$ cat src/rtl/linear_probe_hash_table_assert.svh
// Assertion macros shared by the hash table RTL.
// Expects clk and rst_n in the scope of every use.
`ifndef LINEAR_PROBE_HASH_TABLE_ASSERT_SVH
`define LINEAR_PROBE_HASH_TABLE_ASSERT_SVH

// Same-cycle implication, held off while in reset.
`define LPHT_ASSERT_NOW(label, ante, cons) \
    label: assert property (@(posedge clk) disable iff (!rst_n) (ante) |-> (cons)) \
        else $error("lpht assertion failed");

// Next-cycle implication, held off while in reset.
`define LPHT_ASSERT_NEXT(label, ante, cons) \
    label: assert property (@(posedge clk) disable iff (!rst_n) (ante) |=> (cons)) \
        else $error("lpht assertion failed");

`endif

$ cat src/rtl/lpht_pkg.sv
// Shared types and codes for the linear probe hash table.
// No dependencies.
package lpht_pkg;

    localparam int REQ_W    = 2;
    localparam int FIELD_W  = 64;
    localparam int LEN_W    = 4;
    localparam int STATUS_W = 2;
    localparam int COUNT_W  = 8;

    localparam int HASH_MUL = 31;

    typedef logic [REQ_W-1:0]    req_t;
    typedef logic [STATUS_W-1:0] status_t;

    localparam req_t REQ_ADD    = 2'd0;
    localparam req_t REQ_SEARCH = 2'd1;
    localparam req_t REQ_DELETE = 2'd2;
    localparam req_t REQ_RSVD   = 2'd3;

    localparam status_t STATUS_OK    = 2'd0;
    localparam status_t STATUS_MISS  = 2'd1;
    localparam status_t STATUS_FULL  = 2'd2;
    localparam status_t STATUS_EMPTY = 2'd3;

endpackage

$ cat src/rtl/lpht_hash.sv
// Byte-serial polynomial hash: h = (h * 31 + byte) mod TABLE_DEPTH.
// Depends on lpht_pkg and linear_probe_hash_table_assert.svh.
`include "linear_probe_hash_table_assert.svh"

module lpht_hash
    import lpht_pkg::*;
#(
    parameter int TABLE_DEPTH = 128,
    parameter int KEY_BYTES   = 8
)(
    input  logic                              clk,
    input  logic                              rst_n,
    input  logic                              start,
    input  logic [8*KEY_BYTES-1:0]            key,
    input  logic [LEN_W-1:0]                  len,
    output logic                              done,
    output logic [$clog2(TABLE_DEPTH)-1:0]    home
);

    localparam int ADDR_W    = $clog2(TABLE_DEPTH);
    localparam int BIDX_W    = (KEY_BYTES > 1) ? $clog2(KEY_BYTES) : 1;
    localparam int MAX_SUM   = HASH_MUL * (TABLE_DEPTH - 1) + 255;
    localparam int SUM_W     = $clog2(MAX_SUM + 1);
    localparam int RED_STEPS = $clog2(MAX_SUM / TABLE_DEPTH + 1);

    logic              busy_reg;
    logic [BIDX_W-1:0] idx_reg;
    logic [ADDR_W-1:0] h_reg;

    logic [7:0]        cur_byte;
    logic [SUM_W-1:0]  sum;
    logic [SUM_W-1:0]  acc;
    logic [ADDR_W-1:0] h_next;
    logic              last;

    // Multiply-accumulate, then a short restoring reduction by the depth
    always_comb
    begin
        cur_byte = key[8*idx_reg +: 8];
        sum      = SUM_W'(h_reg) * SUM_W'(HASH_MUL) + SUM_W'(cur_byte);
        acc      = sum;
        for (int k = RED_STEPS - 1; k >= 0; k--)
        begin
            if (acc >= (SUM_W'(TABLE_DEPTH) << k))
            begin
                acc = acc - (SUM_W'(TABLE_DEPTH) << k);
            end
        end
        h_next = ADDR_W'(acc);
    end

    assign last = ((LEN_W'(idx_reg) + LEN_W'(1)) == len);
    assign done = busy_reg && last;
    assign home = h_next;

    always_ff @(posedge clk or negedge rst_n)
    begin
        if (!rst_n)
        begin
            busy_reg <= 1'b0;
            idx_reg  <= '0;
            h_reg    <= '0;
        end
        else if (start)
        begin
            busy_reg <= 1'b1;
            idx_reg  <= '0;
            h_reg    <= '0;
        end
        else if (busy_reg)
        begin
            h_reg   <= h_next;
            idx_reg <= idx_reg + BIDX_W'(1);
            if (last)
            begin
                busy_reg <= 1'b0;
            end
        end
    end

    `LPHT_ASSERT_NOW(a_hash_start_idle, start, !busy_reg)
    `LPHT_ASSERT_NOW(a_hash_home_range, done, home <= ADDR_W'(TABLE_DEPTH - 1))
    `LPHT_ASSERT_NEXT(a_hash_keeps_busy, busy_reg && !done, busy_reg)

endmodule
$ cat config.mk
export PLATFORM = sky130hd
export DESIGN_NAME = lpht_hash
export DESIGN_NICKNAME = d
export VERILOG_FILES = /design/src/rtl/lpht_pkg.sv /design/src/rtl/lpht_hash.sv
export VERILOG_INCLUDE_DIRS = /design/src /design/src/rtl
export SDC_FILE = /design/constraint.sdc
export NUM_CORES = 1
export LEC_CHECK = 0
export BUFFER_PORTS_ARGS = -buffer_cell sky130_fd_sc_hd__buf_2
export CAP_MARGIN = 25
export CORE_MARGIN = 1.5
export CORE_UTILIZATION = 51
export CTS_BUF_LIST = sky130_fd_sc_hd__clkbuf_8
export CTS_CLUSTER_SIZE = 20
export DETAILED_ROUTE_END_ITERATION = 8
export MAX_ROUTING_LAYER = met4
export PLACE_DENSITY = 0.95
export SYNTH_ARGS = -nofsm -noshare
export SYNTH_HDL_FRONTEND = slang
export SYNTH_SLANG_ARGS = --single-unit
export TNS_END_PERCENT = 100
$ cat constraint.sdc
create_clock -name clk -period 11 [get_ports clk]
set_input_delay 1.65 -clock clk [delete_from_list [all_inputs] [get_ports clk]]
set_output_delay 1.65 -clock clk [all_outputs]
set_load 0.02 [all_outputs]
* After elaboration in Yosys (flattened, before gate mapping)
Index checks and enable logic that the tools add are counted.
Storage, ports and cells: flip-flop bits (word level) 11, bits of input ports 71, output and inout bits 8
Cells by class: magnitude comparators 6, equality and inequality tests 1, mux-type cells 13, $add $sub $neg 9, shift-type cells 1, multiply operators 1, reduce and logical (&&, ||, !) cells 2
Operators by type and width (count):
- $mux W13 | 5
- $shiftx A64 B7 Y8 | 1
- $mux W7 | 3
- $add A12 B8 Y13 | 1
- $ge A13 B10 Y1 const B | 1
- $ge A13 B11 Y1 const B | 1
- $ge A13 B12 Y1 const B | 1
- $ge A13 B13 Y1 const B | 1
- $ge A13 B8 Y1 const B | 1
- $ge A13 B9 Y1 const B | 1
- $sub A13 B10 Y13 const B | 1
- $sub A13 B11 Y13 const B | 1
- $sub A13 B12 Y13 const B | 1
- $sub A13 B13 Y13 const B | 1
- $sub A13 B9 Y13 const B | 1
- $mul A7 B5 Y12 const B | 1
- $sub A7 B1 Y7 const B | 1
- $mux W3 | 2
- $add A3 B1 Y4 const B | 1
- $eq A4 B4 Y1 | 1
- $add A3 B1 Y3 const B | 1
- $mux W1 | 3
- $reduce_bool A2 Y1 | 1
- $logic_and A1 B1 Y1 | 1

* Longest topological paths before layout
Gate-level depths: netlist of run 1.
depth in word-level cells 16, gate-level depth with buffers 15

* Least setup slack after synthesis of run 1
OpenSTA, ideal clock, no wires.
path type in2out, start point input key[44], end point output home[6], required time 9.350 ns, arrival time 5.068 ns, path slack 4.282 ns, cell stages on the path 12, cell sequence mux4_1 > mux2_2 > fa_1 > inv_1 > fa_1 > fa_1 > inv_1 > ha_1 > a21o_1 > a21oi_2 > xnor2_2 > xnor2_1
Between the ends: cells in the longest elaborated chain, start to end 14, elaborated cells between the ends (all ways) 20, classes of those cells add/sub: 7; order compare: 6; shift: 1; mux: 6
Ends and longest elaborated chain:
- start: declaration | RTL line lpht_hash.sv:14 | input logic [8*KEY_BYTES-1:0] key,
- $shiftx A64 B7 Y8 * | RTL line lpht_hash.sv:39 | cur_byte = key[8*idx_reg +: 8];
- $add A12 B8 Y13 * | RTL line lpht_hash.sv:40 | sum = SUM_W'(h_reg) * SUM_W'(HASH_MUL) + SUM_W'(cur_byte);
- $sub A13 B13 Y13 / $ge A13 B13 Y1 (equally long branches) | RTL line lpht_hash.sv:46, lpht_hash.sv:44
- $mux W13 * | RTL line lpht_hash.sv:44 | if (acc >= (SUM_W'(TABLE_DEPTH) << k))
- $sub A13 B12 Y13 / $ge A13 B12 Y1 (equally long branches) | RTL line lpht_hash.sv:46, lpht_hash.sv:44
- $mux W13 * | RTL line lpht_hash.sv:44
- $sub A13 B11 Y13 / $ge A13 B11 Y1 (equally long branches) | RTL line lpht_hash.sv:46, lpht_hash.sv:44
- $mux W13 * | RTL line lpht_hash.sv:44
- $sub A13 B10 Y13 / $ge A13 B10 Y1 (equally long branches) | RTL line lpht_hash.sv:46, lpht_hash.sv:44
- $mux W13 * | RTL line lpht_hash.sv:44
- $sub A13 B9 Y13 / $ge A13 B9 Y1 (equally long branches) | RTL line lpht_hash.sv:46, lpht_hash.sv:44
- $mux W13 * | RTL line lpht_hash.sv:44
- $ge A13 B8 Y1 / $sub A7 B1 Y7 (equally long branches) | RTL line lpht_hash.sv:44, lpht_hash.sv:46
- $mux W7 * | RTL line lpht_hash.sv:44
- end: declaration | RTL line lpht_hash.sv:17 | output logic [$clog2(TABLE_DEPTH)-1:0] home
Every way passes the cells marked *; elsewhere a longest branch is shown, timed or not.

* Final worst setup path of run 1
Ends and elaborated chain as after synthesis.

==> impl_metrics.tcl, run 1 <==
set metrics [dict create \
    cts_buffers 3 \
    finalCriticalPeriod_ns 6.99 \
    crit_arrival_ns 5.34 \
    drtIter0Drc 73 \
    htree_levels 1 \
    synth_nets 232 \
    n_fill_cell 208 \
    area_growth_pct 26.3 \
    drt-total-wl_um 3720 \
    slowest_delay_ns 0.54 \
    cts-root-buf "clkbuf_8" \
    wl_per_cell_um 15.8 \
    diodes 0 \
    gp_congestion 0.813 \
    pin_count 79 \
    gr-usage-all-layers_pct 25.4 \
    cts_hold_buf 0 \
    clock_latency_ns 0.24 \
    post-route-period-util_pct 63.6 \
    clkSinkCount 11 \
    fin_hold_ws_ns 0.610 \
    start_kind "primary input" \
    port_buffers 70 \
    rsz0062_at_grt "no" \
    clock_skew_ns 0.00159 \
    max_slew_margin_pct 59.7 \
    ant_nets 0 \
    vias 1289 \
    critical_path_class "primary input to output pin" \
    setup_tns_ns 0 \
    die_w_um 58.4 \
    crit_family "adder cells" \
    grt_pass1_wl_um 6310 \
    setup_violations 0 \
    drcViolationCount 0 \
    cts_tree "yes" \
    start_util_pct 55.3 \
    die_h_um 58.4 \
    fp-row-count 19 \
    hpwlAfterDp_um 3110 \
    final-hold-violation-count 0 \
    grt_overflow 0 \
    core_um2 2830 \
    synth_warnings 0 \
    drive_gt1_share_pct 43.6 \
    cpMostUsedCell "fa_1" \
    final_max_slew_viol_count 0 \
    crit_required_ns 9.35 \
    grt_antenna_before_repair 0 \
    area.sequential_um2 275 \
    multi_input_area_um2 1170 \
    worst-path-max-fanout 3 \
    critPathSlowestCell "fa_1" \
    outcome "finished, final reports clean" \
    hold_path.class "flop to flop" \
    netlist_area_um2 1570 \
    path_cells "buf_2 > mux4_1 > mux2_2 > fa_1 > inv_1 > fa_1 > fa_1 > inv_1 > ha_1 > a21o_1 > a21oi_2 > xnor2_2 > xnor2_1 > buf_2" \
    maxCapViolations 0 \
    viasPerCell 5.49 \
    dieArea_um2 3410 \
    synth_cell_types 28 \
    path_buf_inv 4 \
    layout.nets 301 \
    post_cts_resize_count 0 \
    endpoint_kind "output pin" \
    clockBufferDepth 2 \
    first_pass_iters 4 \
    max_clock_freq_mhz 143 \
    ys_seq_elements 11 \
    grt_pass1_vias 1495 \
    synthCells 136 \
    yosysSeqAreaShare_pct 17.6 \
    cts_setup_buffers 0 \
    largest_reg_flops 7 \
    syn_area_per_cell_um2 11.5 \
    worst_slew_pin_slew_ns 0.604 \
    cts.clk_slew.worst_paths_ns 0.05 \
    grt_max_degree 21 \
]
metal layers:
metal	global-route usage [%]	routed length, um	part of all wire (%)
met1	26.9	1470	40
met2	46.2	1960	52
met3	2.86	185	5.0
met4	13.0	110	3.0
met5	-	0	0
final cells by class:
type                       count  share of cell area [%]
clock buffer                   3                    2.09
sequential                    11                    13.9
multi-input combinational     97                    59.4
clock inverter                 1                   0.190
inverter                      21                    3.99
timing repair buffer          71                    18.5
tap                           31                    1.96
cell families after synthesis:
group                      after synthesis  share of synthesized area, %
xor gates and xnor gates                16                          9.43
buffers and inverters                   28                          7.43
and+or+nand+nor                         18                          5.04
muxes                                   29                          30.2
adders and majority gates               25                          26.2
DFF                                     11                          17.6
AOI/OAI and AO/OA                        9                          4.08
synth_stat cells (all sizes together):
cell / n / area share, %
o2111ai: 1 / 0.56
clkbuf: 3 / 0.80
mux4: 13 / 20
xnor2: 11 / 6.6
nor3: 1 / 0.32
ha: 12 / 9.6
buf: 4 / 1.6
a21o: 3 / 1.4
dfrtp: 11 / 18
xor2: 5 / 2.8
nand2: 3 / 0.72
nor2: 11 / 2.6
or4: 1 / 0.48
o311ai: 1 / 0.56
inv: 21 / 5.0
fa: 13 / 17
a21oi: 2 / 0.88
nand3: 1 / 0.32
nand4b: 1 / 0.56
mux2i: 12 / 7.7
o21ai: 2 / 0.64
mux2: 4 / 2.9
worst reg2reg max path: stages (launching register included):
cell and delay [ns]:
dfrtp_1 0.72, buf_8 0.24, mux4_1 0.57, mux2_2 0.30, fa_1 0.50, inv_1 0.07, fa_1 0.47, fa_1 0.54
inv_1 0.04, ha_1 0.32, a21o_1 0.18, a21oi_2 0.17, xnor2_2 0.11, or4_1 0.40, o311ai_1 0.09
final timing paths:
path,to,start,cells after the start,slack (ns)
max reg2reg,h_reg[6]$_DFFE_PN0P_,idx_reg[0]$_DFFE_PN0P_,14,6.16
max in group asynchronous,h_reg[1]$_DFFE_PN0P_,rst_n,1,9.53
min,h_reg[6]$_DFFE_PN0P_,h_reg[6]$_DFFE_PN0P_,2,0.61
min in group asynchronous,h_reg[4]$_DFFE_PN0P_,rst_n,1,1.27
max,home[6],key[44],14,4.01
min reg2reg,h_reg[6]$_DFFE_PN0P_,h_reg[6]$_DFFE_PN0P_,2,0.61
cell usage in the layout, fill, tap and decap left out:
master	count
nand3_1	1
mux4_2	9
or4_1	1
clkbuf_8	3
nand2_1	3
xor2_1	5
nand4b_1	1
ha_1	12
a21oi_2	1
buf_8	1
nor2_1	11
buf_2	70
a21oi_1	1
inv_1	22
o311ai_1	1
a21o_1	3
mux2_2	4
o21ai_0	2
fa_1	13
mux4_1	4
dfrtp_1	11
xnor2_2	1
o2111ai_1	1
mux2i_1	12
nor3_1	1
xnor2_1	10
stage by stage:
stage,cell area [um2],worst slack [ns],utilization [%],std cells
floorplan,1570,4.28,-,136
global placement,1920,4.08,67.8,230
detailed placement,1920,4.01,67.8,230
CTS,1960,3.99,69.3,234
global route,1980,3.83,69.9,235
finish,1980,4.01,69.9,235
Power of run 1 is not shown: default switching activity piles up to over one toggle a cycle in this logic, so the estimate is an artifact.
==> inputs of run 2 (changes only) <==
--- a/config.mk
+++ b/config.mk
@@ -9,7 +9,7 @@
 export BUFFER_PORTS_ARGS = -buffer_cell sky130_fd_sc_hd__buf_2
 export CAP_MARGIN = 25
 export CORE_MARGIN = 1.5
-export CORE_UTILIZATION = 51
+export CORE_UTILIZATION = 48
 export CTS_BUF_LIST = sky130_fd_sc_hd__clkbuf_8
 export CTS_CLUSTER_SIZE = 20
 export DETAILED_ROUTE_END_ITERATION = 8
==> constraint.sdc (replaced) <==
create_clock -name clk -period 6.81 [get_ports clk]
set_input_delay 1.0215 -clock clk [delete_from_list [all_inputs] [get_ports clk]]
set_output_delay 1.0215 -clock clk [all_outputs]
set_load 0.02 [all_outputs]
==> run 2 against run 1 <==
  * Cell area rose by 0.51%
  * Sequential share of layout area is 0.070 points lower
  * Utilization down 5.3 points
  * Clock skew rose by 0.00098 ns
  * Clock-buffer cell count is the same
  * Critical path type unchanged
==> impl_metrics.tcl, run 2 (synthesis results as in run 1) <==
set metrics [dict create \
    wl_per_cell_um 14.3 \
    max_clock_freq_mhz 175 \
    clock_skew_ns 0.00257 \
    first_pass_iters 4 \
    ff2ff_path_depth 13 \
    cts_setup_buffers 0 \
    start_util_pct 50.9 \
    finalCriticalPeriod_ns 5.73 \
    max_slew_margin_pct 58.5 \
    pin_count 79 \
    hpwlAfterDp_um 2990 \
    rsz0062_at_grt "no" \
    final_common_cell "buf_2" \
    drt-total-wl_um 3560 \
    clkSinkCount 11 \
    area.sequential_um2 275 \
    setup_violations 0 \
    port_buffers 70 \
    grt_antenna_before_repair 0 \
    layout.nets 301 \
    grt_pass1_wl_um 6050 \
    clock_latency_ns 0.25 \
    final_cell_mix "buf_2, inv_1, fa_1" \
    gr-usage-all-layers_pct 23.4 \
    outcome "finished, final reports clean" \
    start_kind "primary input" \
    grt_overflow 0 \
    setup_tns_ns 0 \
    final_max_slew_viol_count 0 \
    cts_tree "yes" \
    die_w_um 60.1 \
    place_area_um2 1940 \
    worst-path-max-fanout 3 \
    core_um2 3080 \
    final-hold-violation-count 0 \
    n_fill_cell 252 \
    diodes 0 \
    endpoint_kind "output pin" \
    vias 1259 \
    grt_max_degree 17 \
    critical_path_class "primary input to output pin" \
    drive_gt1_share_pct 44.1 \
    crit_arrival_ns 4.71 \
    crit_required_ns 5.79 \
    maxCapViolations 0 \
    dieArea_um2 3610 \
    htree_levels 1 \
    clockBufferDepth 2 \
    cts_buffers 3 \
    grt_pass1_vias 1418 \
    fp-row-count 20 \
    largest_reg_flops 7 \
    gp_congestion 0.793 \
    worst_slew_pin_slew_ns 0.623 \
    viasPerCell 5.08 \
    ant_nets 0 \
    cts_hold_buf 0 \
    post_cts_resize_count 0 \
    hold_path.class "flop to flop" \
    drtIter0Drc 28 \
    die_h_um 60.1 \
    stdcell_area_um2 1990 \
    area_growth_pct 26.9 \
    cts-root-buf "clkbuf_8" \
    worstHoldPathCells 2 \
    drcViolationCount 0 \
    cts.clk_slew.worst_paths_ns 0.05 \
    multi_input_area_um2 1170 \
    post-route-period-util_pct 84.1 \
]
## run 2: cell types whose count changed in the layout (fill, tap and decap cells not counted)
| cell | delta |
|---|---|
| inv_1 | -1 |
| buf_8 | -1 |
| clkinv_2 | +1 |
| buf_4 | +1 |
## run 2: metal layers
layer	share of wire [%]	global-route usage, %	vias up
met2	55	42.1	24
met3	2.0	1.73	3
met1	42	27.9	623
met4	0.96	6.67	0
met5	0	-	-
li1	-	-	609
## run 2: worst paths after layout
kind                                        startpoint              endpoint  slack, ns
worst max-delay path                           key[12]               home[6]       1.08
worst min-delay path              h_reg[6]$_DFFE_PN0P_  h_reg[6]$_DFFE_PN0P_       0.59
worst max register to register  idx_reg[0]$_DFFE_PN0P_  h_reg[6]$_DFFE_PN0P_       2.17
worst min register to register    h_reg[6]$_DFFE_PN0P_  h_reg[6]$_DFFE_PN0P_       0.59
max in group asynchronous                        rst_n  h_reg[3]$_DFFE_PN0P_       5.96
min in group asynchronous                        rst_n  h_reg[4]$_DFFE_PN0P_       0.64
## run 2: per-stage QoR
stage / setup WS, ns / hold slack (ns) / std cells / utilization (%)
2_1_floorplan: 1.35 / 0.481 / 136 / -
3_3_place_gp: 1.17 / 0.580 / 244 / 63.0
3_5_place_dp: 1.12 / 0.589 / 244 / 63.0
4_1_cts: 1.08 / 0.597 / 248 / 64.6
5_1_grt: 0.875 / 0.635 / 248 / 64.6
6_report: 1.08 / 0.593 / 248 / 64.6
## run 2: area by class of cell
| type | instances | share of cell area (%) |
|---|---|---|
| multi-input combinational | 97 | 59.1 |
| timing repair buffer | 71 | 18.0 |
| sequential | 11 | 13.9 |
| inverter | 21 | 3.97 |
| tap | 44 | 2.77 |
| clock buffer | 3 | 2.08 |
| clock inverter | 1 | 0.252 |
## run 2: worst max-delay path: stages
cell and delay [ns]:
buf_2 0.11, mux4_1 0.49, mux2_2 0.30, fa_1 0.48, inv_1 0.05, fa_1 0.47
fa_1 0.55, inv_1 0.05, ha_1 0.33, a21o_1 0.18, a21oi_2 0.18, xnor2_2 0.17
xnor2_1 0.15, buf_2 0.18
Power of run 2 is left out for the same reason.
==> inputs of run 3 (changes only) <==
--- a/config.mk
+++ b/config.mk
@@ -6,6 +6,7 @@
 export SDC_FILE = /design/constraint.sdc
 export NUM_CORES = 1
 export LEC_CHECK = 0
+export ABC_AREA = 1
 export BUFFER_PORTS_ARGS = -buffer_cell sky130_fd_sc_hd__buf_2
 export CAP_MARGIN = 25
 export CORE_MARGIN = 1.5
==> constraint.sdc (replaced) <==
create_clock -name clk -period 5.6 [get_ports clk]
set_input_delay 0.84 -clock clk [delete_from_list [all_inputs] [get_ports clk]]
set_output_delay 0.84 -clock clk [all_outputs]
set_load 0.02 [all_outputs]
==> run 3 against run 2 <==
  * Register-to-register slack got worse by 0.74 ns
  * Synthesized cell count increased by 76%
  * Final cell count increased by 41%
  * First-iteration DRC count increased to 3.0 times the previous value
  * Global-route usage increased by 0.77 points
  * Clock skew decreased by 0.00081 ns
  * Hold slack got worse by 0.14 ns
  * Sequential share of layout area decreased by 0.37 points
  * Critical path type is now flop to output pin
==> impl_metrics.tcl, run 3 <==
set metrics [dict create \
    cpMostUsedCell "nand2_1" \
    final_max_slew_viol_count 0 \
    worst_slew_pin_slew_ns 0.417 \
    drcViolationCount 0 \
    dieArea_um2 3750 \
    yosysSeqAreaShare_pct 16.9 \
    max_clock_freq_mhz 193 \
    final_cell_mix "buf_2, nor2_1, nand2_1" \
    diodes 0 \
    synthTopCellsByCount "nor2_1, nand2_1, inv_1, o21ai_0, fa_1" \
    netlist_area_um2 1630 \
    htree_levels 1 \
    wl_per_cell_um 11.2 \
    port_buffers 70 \
    grtUsageMet2_pct 44.7 \
    grtUsageMet1_pct 27.7 \
    drt-total-wl_um 3910 \
    die_w_um 61.3 \
    synthCells 239 \
    hold_path.class "primary input to asynchronous set/reset pin" \
    place_area_um2 2000 \
    drtIter0Drc 83 \
    slowest_delay_ns 0.55 \
    die_h_um 61.3 \
    post-route-period-util_pct 92.7 \
    syn_area_per_cell_um2 6.82 \
    crit_required_ns 4.76 \
    fin_ws_ns 0.408 \
    clkSinkCount 11 \
    clock_skew_ns 0.00175 \
    yosys.area_share.xor_xnor_pct 4.30 \
    crit_arrival_ns 4.35 \
    yosysTopAreaCell "dfrtp_1" \
    stdcell_area_um2 2040 \
    clock_latency_ns 0.24 \
    path_cells "inv_1 > o21ai_0 > o22ai_1 > nor2_1 > a31oi_1 > fa_1 > inv_1 > fa_1 > fa_1 > inv_1 > ha_1 > nand2_1 > nor2_1 > nor2_1 > nand3_1 > nand2_1 > nand2_1 > nand2_1 > inv_1 > nand2_1 > nand2_2 > buf_2" \
    grt_overflow 0 \
    grt_max_degree 32 \
    endpoint_kind "output pin" \
    cts_buffers 3 \
    gr-usage-all-layers_pct 24.1 \
    synth_warnings 0 \
    pin_count 79 \
    synth_enable_flop_cells 0 \
    final_common_cell "buf_2" \
    async_flop_share_pct 100 \
    ys.flop_type "dfrtp_1" \
    cts_setup_buffers 0 \
    synthSimpleGateAreaFrac_pct 24.4 \
    path_buf_inv 5 \
    viasPerCell 4.99 \
    start_kind "flop" \
    drive_gt1_share_pct 26.8 \
    max_slew_margin_pct 72.2 \
    hpwlAfterDp_um 3230 \
    critPathSlowestCell "fa_1" \
    yosysTopAreaCellShare_pct 16.9 \
    synth_top_family_by_area "adder cells" \
    crit_family "adder cells" \
    grt_pass1_wl_um 6580 \
    synth-compound-area-share_pct 17.2 \
    start_util_pct 52.1 \
    outcome "finished, final reports clean" \
    synthTopCellsByArea "dfrtp_1, fa_1, o21ai_0" \
    core_um2 3130 \
    place_ws_ns 0.487 \
    synth_adder_area_share_pct 25.2 \
    vias 1747 \
    fp-row-count 20 \
    cts_tree "yes" \
    largest_reg_flops 7 \
    clockBufferDepth 2 \
    synth_nets 335 \
    post-synth-top-count-cell "nor2_1" \
    grtUsageMet3_pct 3.99 \
    finalCriticalPeriod_ns 5.19 \
    first_pass_iters 4 \
    grt_antenna_before_repair 0 \
    cts.clk_slew.worst_paths_ns 0.05 \
    rsz0062_at_grt "no" \
    area_growth_pct 25.3 \
    grt.busiest_layer "met2" \
    ff2ff_setup_slack_ns 1.43 \
    critical_path_class "flop to output pin" \
    worst-path-max-fanout 15 \
    gp_congestion 0.833 \
    grt_pass1_vias 1626 \
    ys_seq_elements 11 \
    layout.nets 403 \
    maxCapViolations 0 \
    synth_cell_types 25 \
    final-hold-violation-count 0 \
    setup_tns_ns 0 \
    ant_nets 0 \
    synthMuxAreaShare_pct 0 \
    post_cts_resize_count 0 \
    cts_hold_buf 0 \
    cts-root-buf "clkbuf_8" \
    setup_violations 0 \
]
## run 3: cells by family (layout without fill, tap and decap cells)
family          after synthesis  count (layout)
compound gates               50              50
fa+ha+maj                    25              25
buf+inv                      47             114
flops                        11              11
simple gates                 98              98
xor+xnor                      8               8
## run 3: worst register-to-register path, cell delays in order (launching register included)
cell and delay [ns]:
dfrtp_1 0.37, inv_1 0.32, o21ai_0 0.17, o22ai_1 0.16
nor2_1 0.05, a31oi_1 0.20, fa_1 0.46, inv_1 0.08
fa_1 0.43, fa_1 0.55, inv_1 0.05, ha_1 0.34
nand2_1 0.09, nor2_1 0.04, nor2_1 0.18, nand3_1 0.13
nand2_1 0.08, nand2_1 0.04, nand2_1 0.07, inv_1 0.04
nand2_1 0.07, nand2_2 0.05, nand2_1 0.05, nand2_1 0.04
## run 3: metal layers
layer | vias to the layer above | part of all wire (%)
met1 | 805 | 44
met2 | 36 | 52
met5 | - | 0
met3 | 4 | 3.6
met4 | 0 | 0.61
li1 | 902 | -
## run 3: path summary, 6_finish.rpt
check	start	end	depth (start not counted)
worst min register to register	h_reg[6]$_DFFE_PN0P_	h_reg[6]$_DFFE_PN0P_	2
max in group asynchronous	rst_n	h_reg[4]$_DFFE_PN0P_	1
worst max register to register	idx_reg[1]$_DFFE_PN0P_	h_reg[6]$_DFFE_PN0P_	23
worst min-delay path	rst_n	busy_reg$_DFF_PN0_	1
min in group clk	h_reg[6]$_DFFE_PN0P_	h_reg[6]$_DFFE_PN0P_	2
worst max-delay path	idx_reg[1]$_DFFE_PN0P_	home[6]	22
## run 3: layout make-up
type / count / area, um2
clock inverters: 1 / 3.75
flip-flops and latches: 11 / 275
inverters: 38 / 143
clock buffers: 3 / 41.3
well taps: 44 / 55.1
repair buffers: 72 / 365
fillers: 270 / 1090
multi-input cells: 181 / 1160
## run 3: through the flow
stage	utilization [%]	std cells	hold WS (ns)
after floorplan	-	239	0.470
after global placement	63.8	346	0.487
after detailed placement	63.8	346	0.492
after CTS	65.3	350	0.466
after global routing	65.3	350	0.469
final	65.3	350	0.458
Power of run 3 is left out for the same reason.
